===== src/rtl/core/pdfsd_pkg.sv =====
package pdfsd_pkg;

  // Configuration port
  localparam int unsigned PADDR_W = 3;
  localparam int unsigned PDATA_W = 32;
  localparam logic [0:0]  REG_MAX_LEN = 1'b0;
  localparam logic [7:0]  MAX_LEN_RST = 8'd47;

  // Upper bound on bytes per string, independent of the register
  localparam int unsigned LEN_LIMIT_DEF = 255;

  // Queue of results between the parser and the output port
  localparam int unsigned RESQ_DEPTH = 4;

  // Delimiters and escape characters
  localparam logic [7:0] CH_LPAREN = 8'h28;
  localparam logic [7:0] CH_RPAREN = 8'h29;
  localparam logic [7:0] CH_LT     = 8'h3C;
  localparam logic [7:0] CH_GT     = 8'h3E;
  localparam logic [7:0] CH_BSLASH = 8'h5C;
  localparam logic [7:0] CH_0      = 8'h30;
  localparam logic [7:0] CH_7      = 8'h37;
  localparam logic [7:0] CH_N      = 8'h6E;
  localparam logic [7:0] CH_R      = 8'h72;
  localparam logic [7:0] CH_T      = 8'h74;
  localparam logic [7:0] CH_B      = 8'h62;
  localparam logic [7:0] CH_F      = 8'h66;

  localparam logic [7:0] ESC_LF = 8'h0A;
  localparam logic [7:0] ESC_CR = 8'h0D;
  localparam logic [7:0] ESC_HT = 8'h09;
  localparam logic [7:0] ESC_BS = 8'h08;
  localparam logic [7:0] ESC_FF = 8'h0C;

  typedef struct packed {
    logic [7:0] data;
    logic       valid;
    logic       last;
    logic       trunc;
  } res_t;

  // Results of one input byte: count (0..2) and the results in order
  typedef struct packed {
    logic [1:0]     num;
    res_t [1:0]     res;
  } step_t;

endpackage


===== src/rtl/core/pdf_string_decoder_core.sv =====
// A decoded byte enters the result queue when its input byte is taken and is offered on the out_ side in order.
// Throughput: one input byte per cycle; a byte that yields two results takes two output
//   handshakes, and in_ready drops while the four-entry result queue holds more than two entries.
// Reset (synchronous, rst_n low): parser returns to idle with all per-string state cleared,
//   the result queue empties and max_len returns to 47.
module pdf_string_decoder_core #(
  parameter int unsigned LEN_LIMIT = pdfsd_pkg::LEN_LIMIT_DEF
) (
  input  logic                            clk,
  input  logic                            rst_n,
  // Input request: one raw content-stream byte
  input  logic                            in_valid,
  output logic                            in_ready,
  input  logic [7:0]                      in_byte,
  input  logic                            in_stream_end,
  // Result request: one decoded byte or an end-of-string marker
  output logic                            out_valid,
  input  logic                            out_ready,
  output logic [7:0]                      out_byte,
  output logic                            out_byte_valid,
  output logic                            out_last,
  output logic                            out_truncated,
  // Register port
  input  logic                            psel,
  input  logic                            penable,
  input  logic                            pwrite,
  input  logic [pdfsd_pkg::PADDR_W-1:0]   paddr,
  input  logic [pdfsd_pkg::PDATA_W-1:0]   pwdata,
  output logic [pdfsd_pkg::PDATA_W-1:0]   prdata,
  output logic                            pready
);
  import pdfsd_pkg::*;

  logic       in_fire;
  logic       out_fire;
  logic [7:0] max_len_r;
  logic       reg_hit;
  step_t      step;
  res_t       head;

  // The register is selected when paddr[2] is 0; addresses with paddr[2] set read zero and ignore writes
  assign reg_hit = paddr[PADDR_W-1] == REG_MAX_LEN;
  assign pready  = 1'b1;
  assign prdata  = reg_hit ? PDATA_W'(max_len_r) : '0;

  always_ff @(posedge clk) begin
    if (!rst_n) begin
      max_len_r <= MAX_LEN_RST;
    end else if (psel && penable && pwrite && reg_hit) begin
      max_len_r <= pwdata[7:0];
    end
  end

  assign in_fire  = in_valid && in_ready;
  assign out_fire = out_valid && out_ready;

  // Byte decode and string state; produces zero to two results per accepted byte
  pdfsd_parser #(
    .LEN_LIMIT (LEN_LIMIT)
  ) u_parser (
    .clk           (clk),
    .rst_n         (rst_n),
    .fire          (in_fire),
    .in_byte       (in_byte),
    .in_stream_end (in_stream_end),
    .max_len       (max_len_r),
    .step          (step)
  );

  // Result queue decouples the two sides; advance on every output handshake
  pdfsd_resq u_resq (
    .clk       (clk),
    .rst_n     (rst_n),
    .push      (in_fire),
    .step      (step),
    .pop       (out_fire),
    .has_room  (in_ready),
    .not_empty (out_valid),
    .head      (head)
  );

  assign out_byte       = head.data;
  assign out_byte_valid = head.valid;
  assign out_last       = head.last;
  assign out_truncated  = head.trunc;

  // A result without a decoded byte only ever marks the end of a string
  a_marker_is_last: assert property (@(posedge clk) disable iff (!rst_n)
    out_valid && !out_byte_valid |-> out_last)
    else $error("non-byte result without last");

  // The truncation flag is only reported on the final result of a string
  a_trunc_on_last: assert property (@(posedge clk) disable iff (!rst_n)
    out_valid && out_truncated |-> out_last)
    else $error("truncated set on a non-final result");

  // With nothing accepted and nothing taken, the output side holds still
  a_out_holds: assert property (@(posedge clk) disable iff (!rst_n)
    out_valid && !out_ready && !in_fire |=> out_valid && $stable(head))
    else $error("stalled result changed");

  // Queue must never be refused space: a full step always fits when accepted
  a_room_on_accept: assert property (@(posedge clk) disable iff (!rst_n)
    in_fire && step.num == 2'd2 |=> out_valid)
    else $error("accepted results lost");

endmodule


===== src/rtl/core/pdfsd_parser.sv =====
module pdfsd_parser #(
  parameter int unsigned LEN_LIMIT = pdfsd_pkg::LEN_LIMIT_DEF
) (
  input  logic              clk,
  input  logic              rst_n,
  input  logic              fire,
  input  logic [7:0]        in_byte,
  input  logic              in_stream_end,
  input  logic [7:0]        max_len,
  output pdfsd_pkg::step_t  step
);
  import pdfsd_pkg::*;

  localparam int unsigned CW = $clog2(LEN_LIMIT + 1);

  typedef enum logic [1:0] {M_IDLE, M_LIT, M_HEX} mode_t;

  mode_t         mode_r, mode_nxt;
  logic [7:0]    depth_r, depth_nxt;
  logic          esc_r, esc_nxt;
  logic [8:0]    oval_r, oval_nxt;
  logic [1:0]    odig_r, odig_nxt;
  logic [3:0]    hnib_r, hnib_nxt;
  logic          nheld_r, nheld_nxt;
  logic [CW-1:0] cnt_r, cnt_nxt;
  logic          drop_r, drop_nxt;

  logic [2:0]       req;
  logic [2:0][7:0]  req_byte;
  logic             closing;
  logic             oct_dig;
  logic [8:0]       oval_sh;
  logic [4:0]       hex;
  logic [7:0]       lim;
  logic [CW-1:0]    cnt_v;
  logic             drop_v;
  logic [1:0]       num_v;
  res_t [1:0]       res_v;

  function automatic logic [4:0] hex_nib(input logic [7:0] c);
    logic [4:0] r;
    r = '0;
    if (c inside {["0":"9"]}) begin
      r = {1'b1, c[3:0]};
    end else if (c inside {["a":"f"], ["A":"F"]}) begin
      r = {1'b1, 4'(c[3:0] + 4'd9)};
    end
    return r;
  endfunction

  assign oct_dig = in_byte inside {[CH_0:CH_7]};
  assign oval_sh = {oval_r[5:0], in_byte[2:0]};
  assign hex     = hex_nib(in_byte);
  assign lim     = (max_len < 8'(LEN_LIMIT)) ? max_len : 8'(LEN_LIMIT);

  // Parse one byte: collect up to three ordered emit requests
  always_comb begin
    mode_nxt  = mode_r;
    depth_nxt = depth_r;
    esc_nxt   = esc_r;
    oval_nxt  = oval_r;
    odig_nxt  = odig_r;
    hnib_nxt  = hnib_r;
    nheld_nxt = nheld_r;
    req       = '0;
    req_byte  = '0;
    closing   = 1'b0;

    case (mode_r)
      M_LIT: begin
        if (odig_r != 2'd0 && oct_dig) begin
          if (odig_r == 2'd2) begin
            req[0]      = 1'b1;
            req_byte[0] = oval_sh[7:0];
            oval_nxt    = '0;
            odig_nxt    = '0;
          end else begin
            oval_nxt = oval_sh;
            odig_nxt = odig_r + 2'd1;
          end
        end else begin
          if (odig_r != 2'd0) begin
            req[0]      = 1'b1;
            req_byte[0] = oval_r[7:0];
            oval_nxt    = '0;
            odig_nxt    = '0;
          end
          if (esc_r) begin
            esc_nxt     = 1'b0;
            req[1]      = 1'b1;
            req_byte[1] = in_byte;
            case (in_byte)
              CH_N: req_byte[1] = ESC_LF;
              CH_R: req_byte[1] = ESC_CR;
              CH_T: req_byte[1] = ESC_HT;
              CH_B: req_byte[1] = ESC_BS;
              CH_F: req_byte[1] = ESC_FF;
              default: begin
                if (oct_dig) begin
                  req[1]   = 1'b0;
                  oval_nxt = {6'd0, in_byte[2:0]};
                  odig_nxt = 2'd1;
                end
              end
            endcase
          end else if (in_byte == CH_BSLASH) begin
            esc_nxt = 1'b1;
          end else if (in_byte == CH_LPAREN) begin
            if (depth_r != 8'hFF) depth_nxt = depth_r + 8'd1;
            req[1]      = 1'b1;
            req_byte[1] = in_byte;
          end else if (in_byte == CH_RPAREN) begin
            if (depth_r <= 8'd1) begin
              closing = 1'b1;
            end else begin
              depth_nxt   = depth_r - 8'd1;
              req[1]      = 1'b1;
              req_byte[1] = in_byte;
            end
          end else begin
            req[1]      = 1'b1;
            req_byte[1] = in_byte;
          end
        end
      end
      M_HEX: begin
        if (in_byte == CH_GT) begin
          closing = 1'b1;
        end else if (hex[4]) begin
          if (!nheld_r) begin
            hnib_nxt  = hex[3:0];
            nheld_nxt = 1'b1;
          end else begin
            req[1]      = 1'b1;
            req_byte[1] = {hnib_r, hex[3:0]};
            hnib_nxt    = '0;
            nheld_nxt   = 1'b0;
          end
        end
      end
      default: begin
        if (in_byte == CH_LPAREN) begin
          mode_nxt  = M_LIT;
          depth_nxt = 8'd1;
        end else if (in_byte == CH_LT) begin
          mode_nxt = M_HEX;
        end
      end
    endcase

    // End of stream closes an open string; flush a pending octal escape
    if (in_stream_end && mode_nxt != M_IDLE && !closing) begin
      closing = 1'b1;
      if (odig_nxt != 2'd0) begin
        req[2]      = 1'b1;
        req_byte[2] = oval_nxt[7:0];
      end
    end
  end

  // Apply the length limit to the emit requests in order
  always_comb begin
    cnt_v  = cnt_r;
    drop_v = drop_r;
    num_v  = '0;
    res_v  = '0;
    for (int i = 0; i < 3; i++) begin
      if (req[i]) begin
        if (8'(cnt_v) < lim && num_v != 2'd2) begin
          res_v[num_v[0]] = '{data: req_byte[i], valid: 1'b1, last: 1'b0, trunc: 1'b0};
          num_v           = num_v + 2'd1;
          cnt_v           = CW'(cnt_v + 1'b1);
        end else begin
          drop_v = 1'b1;
        end
      end
    end
    if (closing) begin
      if (num_v == 2'd0) begin
        num_v = 2'd1;
      end
      if (num_v == 2'd2) begin
        res_v[1].last  = 1'b1;
        res_v[1].trunc = drop_v;
      end else begin
        res_v[0].last  = 1'b1;
        res_v[0].trunc = drop_v;
      end
    end
    cnt_nxt  = cnt_v;
    drop_nxt = drop_v;
  end

  assign step.num = num_v;
  assign step.res = res_v;

  always_ff @(posedge clk) begin
    if (!rst_n) begin
      mode_r  <= M_IDLE;
      depth_r <= '0;
      esc_r   <= 1'b0;
      oval_r  <= '0;
      odig_r  <= '0;
      hnib_r  <= '0;
      nheld_r <= 1'b0;
      cnt_r   <= '0;
      drop_r  <= 1'b0;
    end else if (fire) begin
      if (closing) begin
        mode_r  <= M_IDLE;
        depth_r <= '0;
        esc_r   <= 1'b0;
        oval_r  <= '0;
        odig_r  <= '0;
        hnib_r  <= '0;
        nheld_r <= 1'b0;
        cnt_r   <= '0;
        drop_r  <= 1'b0;
      end else begin
        mode_r  <= mode_nxt;
        depth_r <= depth_nxt;
        esc_r   <= esc_nxt;
        oval_r  <= oval_nxt;
        odig_r  <= odig_nxt;
        hnib_r  <= hnib_nxt;
        nheld_r <= nheld_nxt;
        cnt_r   <= cnt_nxt;
        drop_r  <= drop_nxt;
      end
    end
  end

endmodule


===== src/rtl/core/pdfsd_resq.sv =====
module pdfsd_resq (
  input  logic              clk,
  input  logic              rst_n,
  input  logic              push,
  input  pdfsd_pkg::step_t  step,
  input  logic              pop,
  output logic              has_room,
  output logic              not_empty,
  output pdfsd_pkg::res_t   head
);
  import pdfsd_pkg::*;

  localparam int unsigned PW = $clog2(RESQ_DEPTH);
  localparam int unsigned NW = $clog2(RESQ_DEPTH + 1);

  res_t [RESQ_DEPTH-1:0] mem_r;
  logic [PW-1:0]         wp_r, rp_r;
  logic [NW-1:0]         cnt_r, cnt_nxt;
  logic [1:0]            num_in;
  logic                  do_pop;

  assign num_in    = push ? step.num : 2'd0;
  assign do_pop    = pop && not_empty;
  assign not_empty = cnt_r != '0;
  // Room for a full step of two results
  assign has_room  = cnt_r <= NW'(RESQ_DEPTH - 2);
  assign head      = mem_r[rp_r];
  assign cnt_nxt   = NW'(cnt_r + NW'(num_in) - NW'(do_pop));

  always_ff @(posedge clk) begin
    if (num_in != 2'd0) mem_r[wp_r] <= step.res[0];
    if (num_in == 2'd2) mem_r[PW'(wp_r + 1'b1)] <= step.res[1];
  end

  always_ff @(posedge clk) begin
    if (!rst_n) begin
      wp_r  <= '0;
      rp_r  <= '0;
      cnt_r <= '0;
    end else begin
      wp_r  <= PW'(wp_r + PW'(num_in));
      rp_r  <= PW'(rp_r + PW'(do_pop));
      cnt_r <= cnt_nxt;
    end
  end

endmodule

===== config.mk =====
export PLATFORM = sky130hd
export DESIGN_NAME = pdf_string_decoder_core
export DESIGN_NICKNAME = d
export VERILOG_FILES = /design/src/rtl/core/pdfsd_pkg.sv /design/src/rtl/core/pdf_string_decoder_core.sv /design/src/rtl/core/pdfsd_parser.sv /design/src/rtl/core/pdfsd_resq.sv
export SDC_FILE = /design/constraint.sdc
export NUM_CORES = 1
export LEC_CHECK = 0
export CAP_MARGIN = 15
export CORE_UTILIZATION = 40
export CTS_CLUSTER_DIAMETER = 120
export CTS_CLUSTER_SIZE = 8
export DETAILED_ROUTE_END_ITERATION = 16
export DONT_BUFFER_PORTS = 1
export GPL_TIMING_DRIVEN = 1
export PLACE_DENSITY_LB_ADDON = 0.15
export SLEW_MARGIN = 20
export SYNTH_ARGS = -nofsm -noshare
export SYNTH_HDL_FRONTEND = slang
export SYNTH_HIERARCHICAL = 1
export SYNTH_SLANG_ARGS = --single-unit

===== constraint.sdc =====
create_clock -name clk -period 11 [get_ports clk]
set_clock_uncertainty 0.2 [all_clocks]
set_input_delay 2.2 -clock clk [delete_from_list [all_inputs] [get_ports clk]]
set_output_delay 2.2 -clock clk [all_outputs]
set_load 0.01 [all_outputs]

Word level (Yosys, flattened, before mapping)

Cells that the tools add are included.

Register bits: 95
Input port bits: 51
Output and inout port bits: 46
Word-level logic and storage cells: 274

Add/sub/neg operators: 14
Order comparisons: 22
Eq/ne operators: 26
Multiplexer cells: 143
Bitwise logic cells: 1
Reductions and logical operators: 38

Operators by type and width:

| cell                  | count |
|---|---|
| $mux W8               | 33 |
| $bwmux W44            | 2 |
| $mux W22              | 4 |
| $mux W44              | 2 |
| $mux W11              | 7 |
| $mux W9               | 8 |
| $mux W2               | 25 |
| $eq A8 B7 Y1 const B  | 6 |
| $bwmux W22            | 2 |
| $demux W11 S2         | 2 |
| $mux W1               | 43 |
| $pmux W8 S5           | 1 |
| $add A8 B1 Y8 const B | 4 |
| $eq A8 B6 Y1 const B  | 4 |
| $pmux W8 S2           | 2 |
| $lt A8 B8 Y1          | 3 |
| $bmux W11 S2          | 1 |
| $demux W11 S1         | 2 |
| $mux W4               | 5 |
| $logic_and A1 B1 Y1   | 19 |
| $ge A8 B7 Y1 const B  | 2 |
| $le A8 B6 Y1 const B  | 2 |
| $le A8 B7 Y1 const B  | 2 |
| $reduce_bool A2 Y1    | 8 |
| other kinds (37)      | 55 |

Depth between registers and ports, before layout

Depth after elaboration: 24
Gate-level depth with buffers: 36
Mapped depth without buffers: 35

By module

The synthesis kept the hierarchy.

By module, submodules not included:

| module                  | times used | cells each | area an instance (um2) | seq. area each (um2) |
|---|---|---|---|---|
| pdfsd_parser            | 1          | 568        | 4051.4                 | 700.7 |
| pdfsd_resq              | 1          | 301        | 2752.6                 | 1021.0 |
| pdf_string_decoder_core | 1          | 72         | 628.1                  | 160.2 |

Worst setup path after synthesis

No wires, ideal clock.

Path kind: input -> register
Start: in in_byte[3]
End: reg u_resq.cnt_r[2]
Setup time: 0.115 ns
Data arrival time: 8.505 ns
Required time: 10.685 ns
Slack: 2.180 ns
Stages: 30
Buffers on the path: 3
Cells stage by stage: buf_4 > and4bb_4 > a31oi_2 > nand3_1 > inv_1 > nand4_1 > xnor2_1 > ha_1 > a21o_1 > a21o_1 > a21oi_1 > and3_1 > and2_1 > buf_4 > nor4b_1 > xor2_1 > ha_1 > and4_1 > a2111oi_0 > nand3_1 > a211o_4 > buf_2 > o21ai_0 > nand2_1 > ha_1 > inv_1 > fa_1 > xnor2_1 > xnor2_1 > and2_1

RTL lines:

| item                   | RTL line                      | RTL |
|---|---|---|
| start: declaration     | pdf_string_decoder_core.sv:14 | `input logic [7:0] in_byte,` |
| end signal: assignment | pdfsd_resq.sv:43              | `cnt_r <= cnt_nxt;` |
| end: declaration       | pdfsd_resq.sv:18              | `logic [NW-1:0] cnt_r, cnt_nxt;` |

==> impl_metrics.yaml <==
clock_tree:
  ctsRootBufferMaster: "clkbuf_16"
  cts_resized: 0
  cts_max_path_buffers: 2
  htreeDepth: 3
  clk_latency_ns: 0.36
  cts_sinks: 94
  cts-buffers-inserted: 9
  post_cts_buffers: 0
  clk_pin_slew_ns: 0.07
  hold_buffers: 0
  cts_tree: "done"
die:
  start_util_pct: 41.1
  die_height_um: 138
  fp.dieW_um: 138
  fp.dieArea_um2: 19100
  io_pins: 97
  rows: 49
  core-area_um2: 18100
timing:
  max_freq_mhz: 106
  maxSlewHeadroom_pct: 28.8
  worstMarginPinSlew_ns: 1.07
  setup_tns_ns: 0
  fin_ws_ns: 1.57
  rsz0062_at_grt: "false"
  hold-worst-slack_ns: 0.273
  drv_slew: 0
  period_minus_slack_ns: 9.43
  hold_viol: 0
  setup-violations-final: 0
  min_period_over_period_pct: 85.7
power_and_ir_drop:
  p_int_w: 0.000510
  switching_share_pct: 25.7
  power_frac_clock_pct: 45.7
  pwr-share-comb_pct: 4.5
  p_per_area_nw_per_um2: 89.5
  ir_drop_uv: 69.0
  fin_total_pwr_w: 0.000687
  power_leakage_nw: 2.95
  seqPwrFrac_pct: 49.9
  switchingPower_w: 0.000177
global_routing:
  grt_pass1_wl_mm: 32.0
  grt_max_degree: 67
  grt_overflow: 0
  grt_pass1_vias: 6003
  antenna_found_initial: 0
  grt_usage_pct: 20.7
synthesis:
  ys_top_cells_by_area: "dfxtp_1 25%, ha_1 6.2%, nand2_1 4.8%"
  synth_seq_cells: 94
  yosys_warnings: 6
  synth_top_area_cell: "dfxtp_1"
  async_flop_share_pct: 0
  synthCells: 941
  synth_top_family_by_area: "simple AND/OR/NAND/NOR gates"
  synth_xor_area_share_pct: 3.64
  yosys.area_share.adder_pct: 6.50
  synth_compound_area_share_pct: 22.9
  synth_edf_count: 0
  synth-main-ff-cell: "dfxtp_1"
  synth_area_um2: 7430
  synth_top_area_share_pct: 25.3
  synth.area.mux_share_pct: 7.61
  synthTopCellsByCount: "95 x nand2_1, 94 x dfxtp_1, 60 x o21ai_0, 53 x inv_1, 53 x nor2_1"
  yosysMostFrequentCell: "nand2_1"
  syn_avg_cell_area_um2: 7.90
  synth-simple-area-share_pct: 24.7
  yosysUniqueCellTypes: 78
  ys_seq_area_share_pct: 25.3
detailed_routing:
  wl_per_cell_um: 17.4
  vias: 6536
  avgViaCountPerCell: 5.77
  first_pass_iters: 11
  drtAntennaViolNets: 0
  finalWirelength_mm: 19.7
  drtIter0Drc: 529
  drc: 10
cells_and_area:
  fin_cells: 1132
  final_nets: 987
  syn2layout_area_growth_pct: 3.28
  drive_gt1_share_pct: 6.87
  num_antenna_cells: 0
critical_path:
  worstSetupPathType: "input port to flip-flop"
  worstPathRequired_ns: 11.09
  startpoint_type: "input port"
  cp-end-kind: "flip-flop"
  cp_top_family: "compound AO/OA/AOI/OAI gates"
  slowest_stage: "or2_1"
  cp_slowest_stage_delay_ns: 0.56
  path_buf_inv: 3
  cp_max_fo: 48
  worstPathArrival_ns: 9.51
placement:
  finalWeightedCongestion: 0.855
  dp.cells: 1116
  dp_hpwl_mm: 13.7
  place_ws_ns: 1.19
  io_buffers: 0
run:
  maxCapViolCount: 0
worst_hold_path:
  hold_class: "flip-flop to flip-flop"
run_status:
  failed_checks: "DRC"
  status: "finished with violations"
## worst min-delay path: stages, from the launching register on
cell       delay [ns]
dfxtp_1          0.31
o21ai_0          0.06
a2bb2oi_1        0.06
## worst paths after layout
path,startpoint,end,slack [ns],cells after the start
setup reg to reg,max_len_r[7]$_SDFFE_PN0P_,u_resq/mem_r[20]$_DFF_P_,2.48,30
hold / removal,u_resq/mem_r[27]$_DFF_P_,u_resq/mem_r[27]$_DFF_P_,0.27,2
hold reg to reg,u_resq/mem_r[27]$_DFF_P_,u_resq/mem_r[27]$_DFF_P_,0.27,2
setup / recovery,in_byte[7],u_resq/mem_r[20]$_DFF_P_,1.57,27
## sequential cells by signal (all words and copies together) (netlist names)
register,count
max_len_r,8
u_parser/cnt_r,8
u_parser/depth_r,8
u_parser/drop_r,1
u_parser/esc_r,1
u_parser/hnib_r,4
u_parser/mode_r,2
u_parser/nheld_r,1
u_parser/odig_r,2
u_parser/oval_r,8
u_resq/cnt_r,3
u_resq/mem_r,44
u_resq/rp_r,2
u_resq/wp_r,2
## layout by cell type, fill, tap and decap left out, drive strengths merged, types with 25 or more instances in the layout
cell type	n
o21ai	64
nand2	95
nand3	29
a21oi	37
a31oi	29
ha	37
and2	25
inv	57
mux2i	28
dfxtp	94
conb	25
nor2b	38
nor2	53
nor3	28
## area by class of cell
type,instances,area [um2]
clock inverter,7,56.3
timing repair buffer,9,67.6
multi-input combinational,731,4960
clock buffer,9,225
inverter,53,199
fill,1857,10400
tap,229,287
sequential,94,1880
## layer usage
layer / vias up / GRT usage (%) / routed length (um)
met2: 144 / 33.4 / 8870
li1: 3262 / - / -
met5: - / 0 / 0
met1: 3104 / 28.6 / 9700
met4: 0 / 6.21 / 309
met3: 26 / 3.05 / 786
## per-stage QoR
step	util, %	instance area, um2
6_report	42.4	7680
5_1_grt	42.4	7680
4_1_cts	42.4	7680
3_5_place_dp	40.9	7390
3_3_place_gp	40.9	7390
2_1_floorplan	-	7520
## logic make-up after synthesis
group                      Yosys count
and+or+nand+nor                    350
AOI/OAI and AO/OA                  246
buffers and inverters              139
DFF                                 94
muxes                               42
adders and majority gates           38
xor gates and xnor gates            30
other                                2
## power by group through the flow
stage | sequential [W] | combinational (W) | clock (W)
2_1_floorplan | 0.000350 | 0.0000348 | 0
3_3_place_gp | 0.000351 | 0.0000305 | 0
3_5_place_dp | 0.000351 | 0.0000307 | 0
4_1_cts | 0.000343 | 0.0000308 | 0.000321
5_1_grt | 0.000343 | 0.0000342 | 0.000334
6_report | 0.000343 | 0.0000307 | 0.000314
No activity file was read; power rests on OpenSTA's default activity.
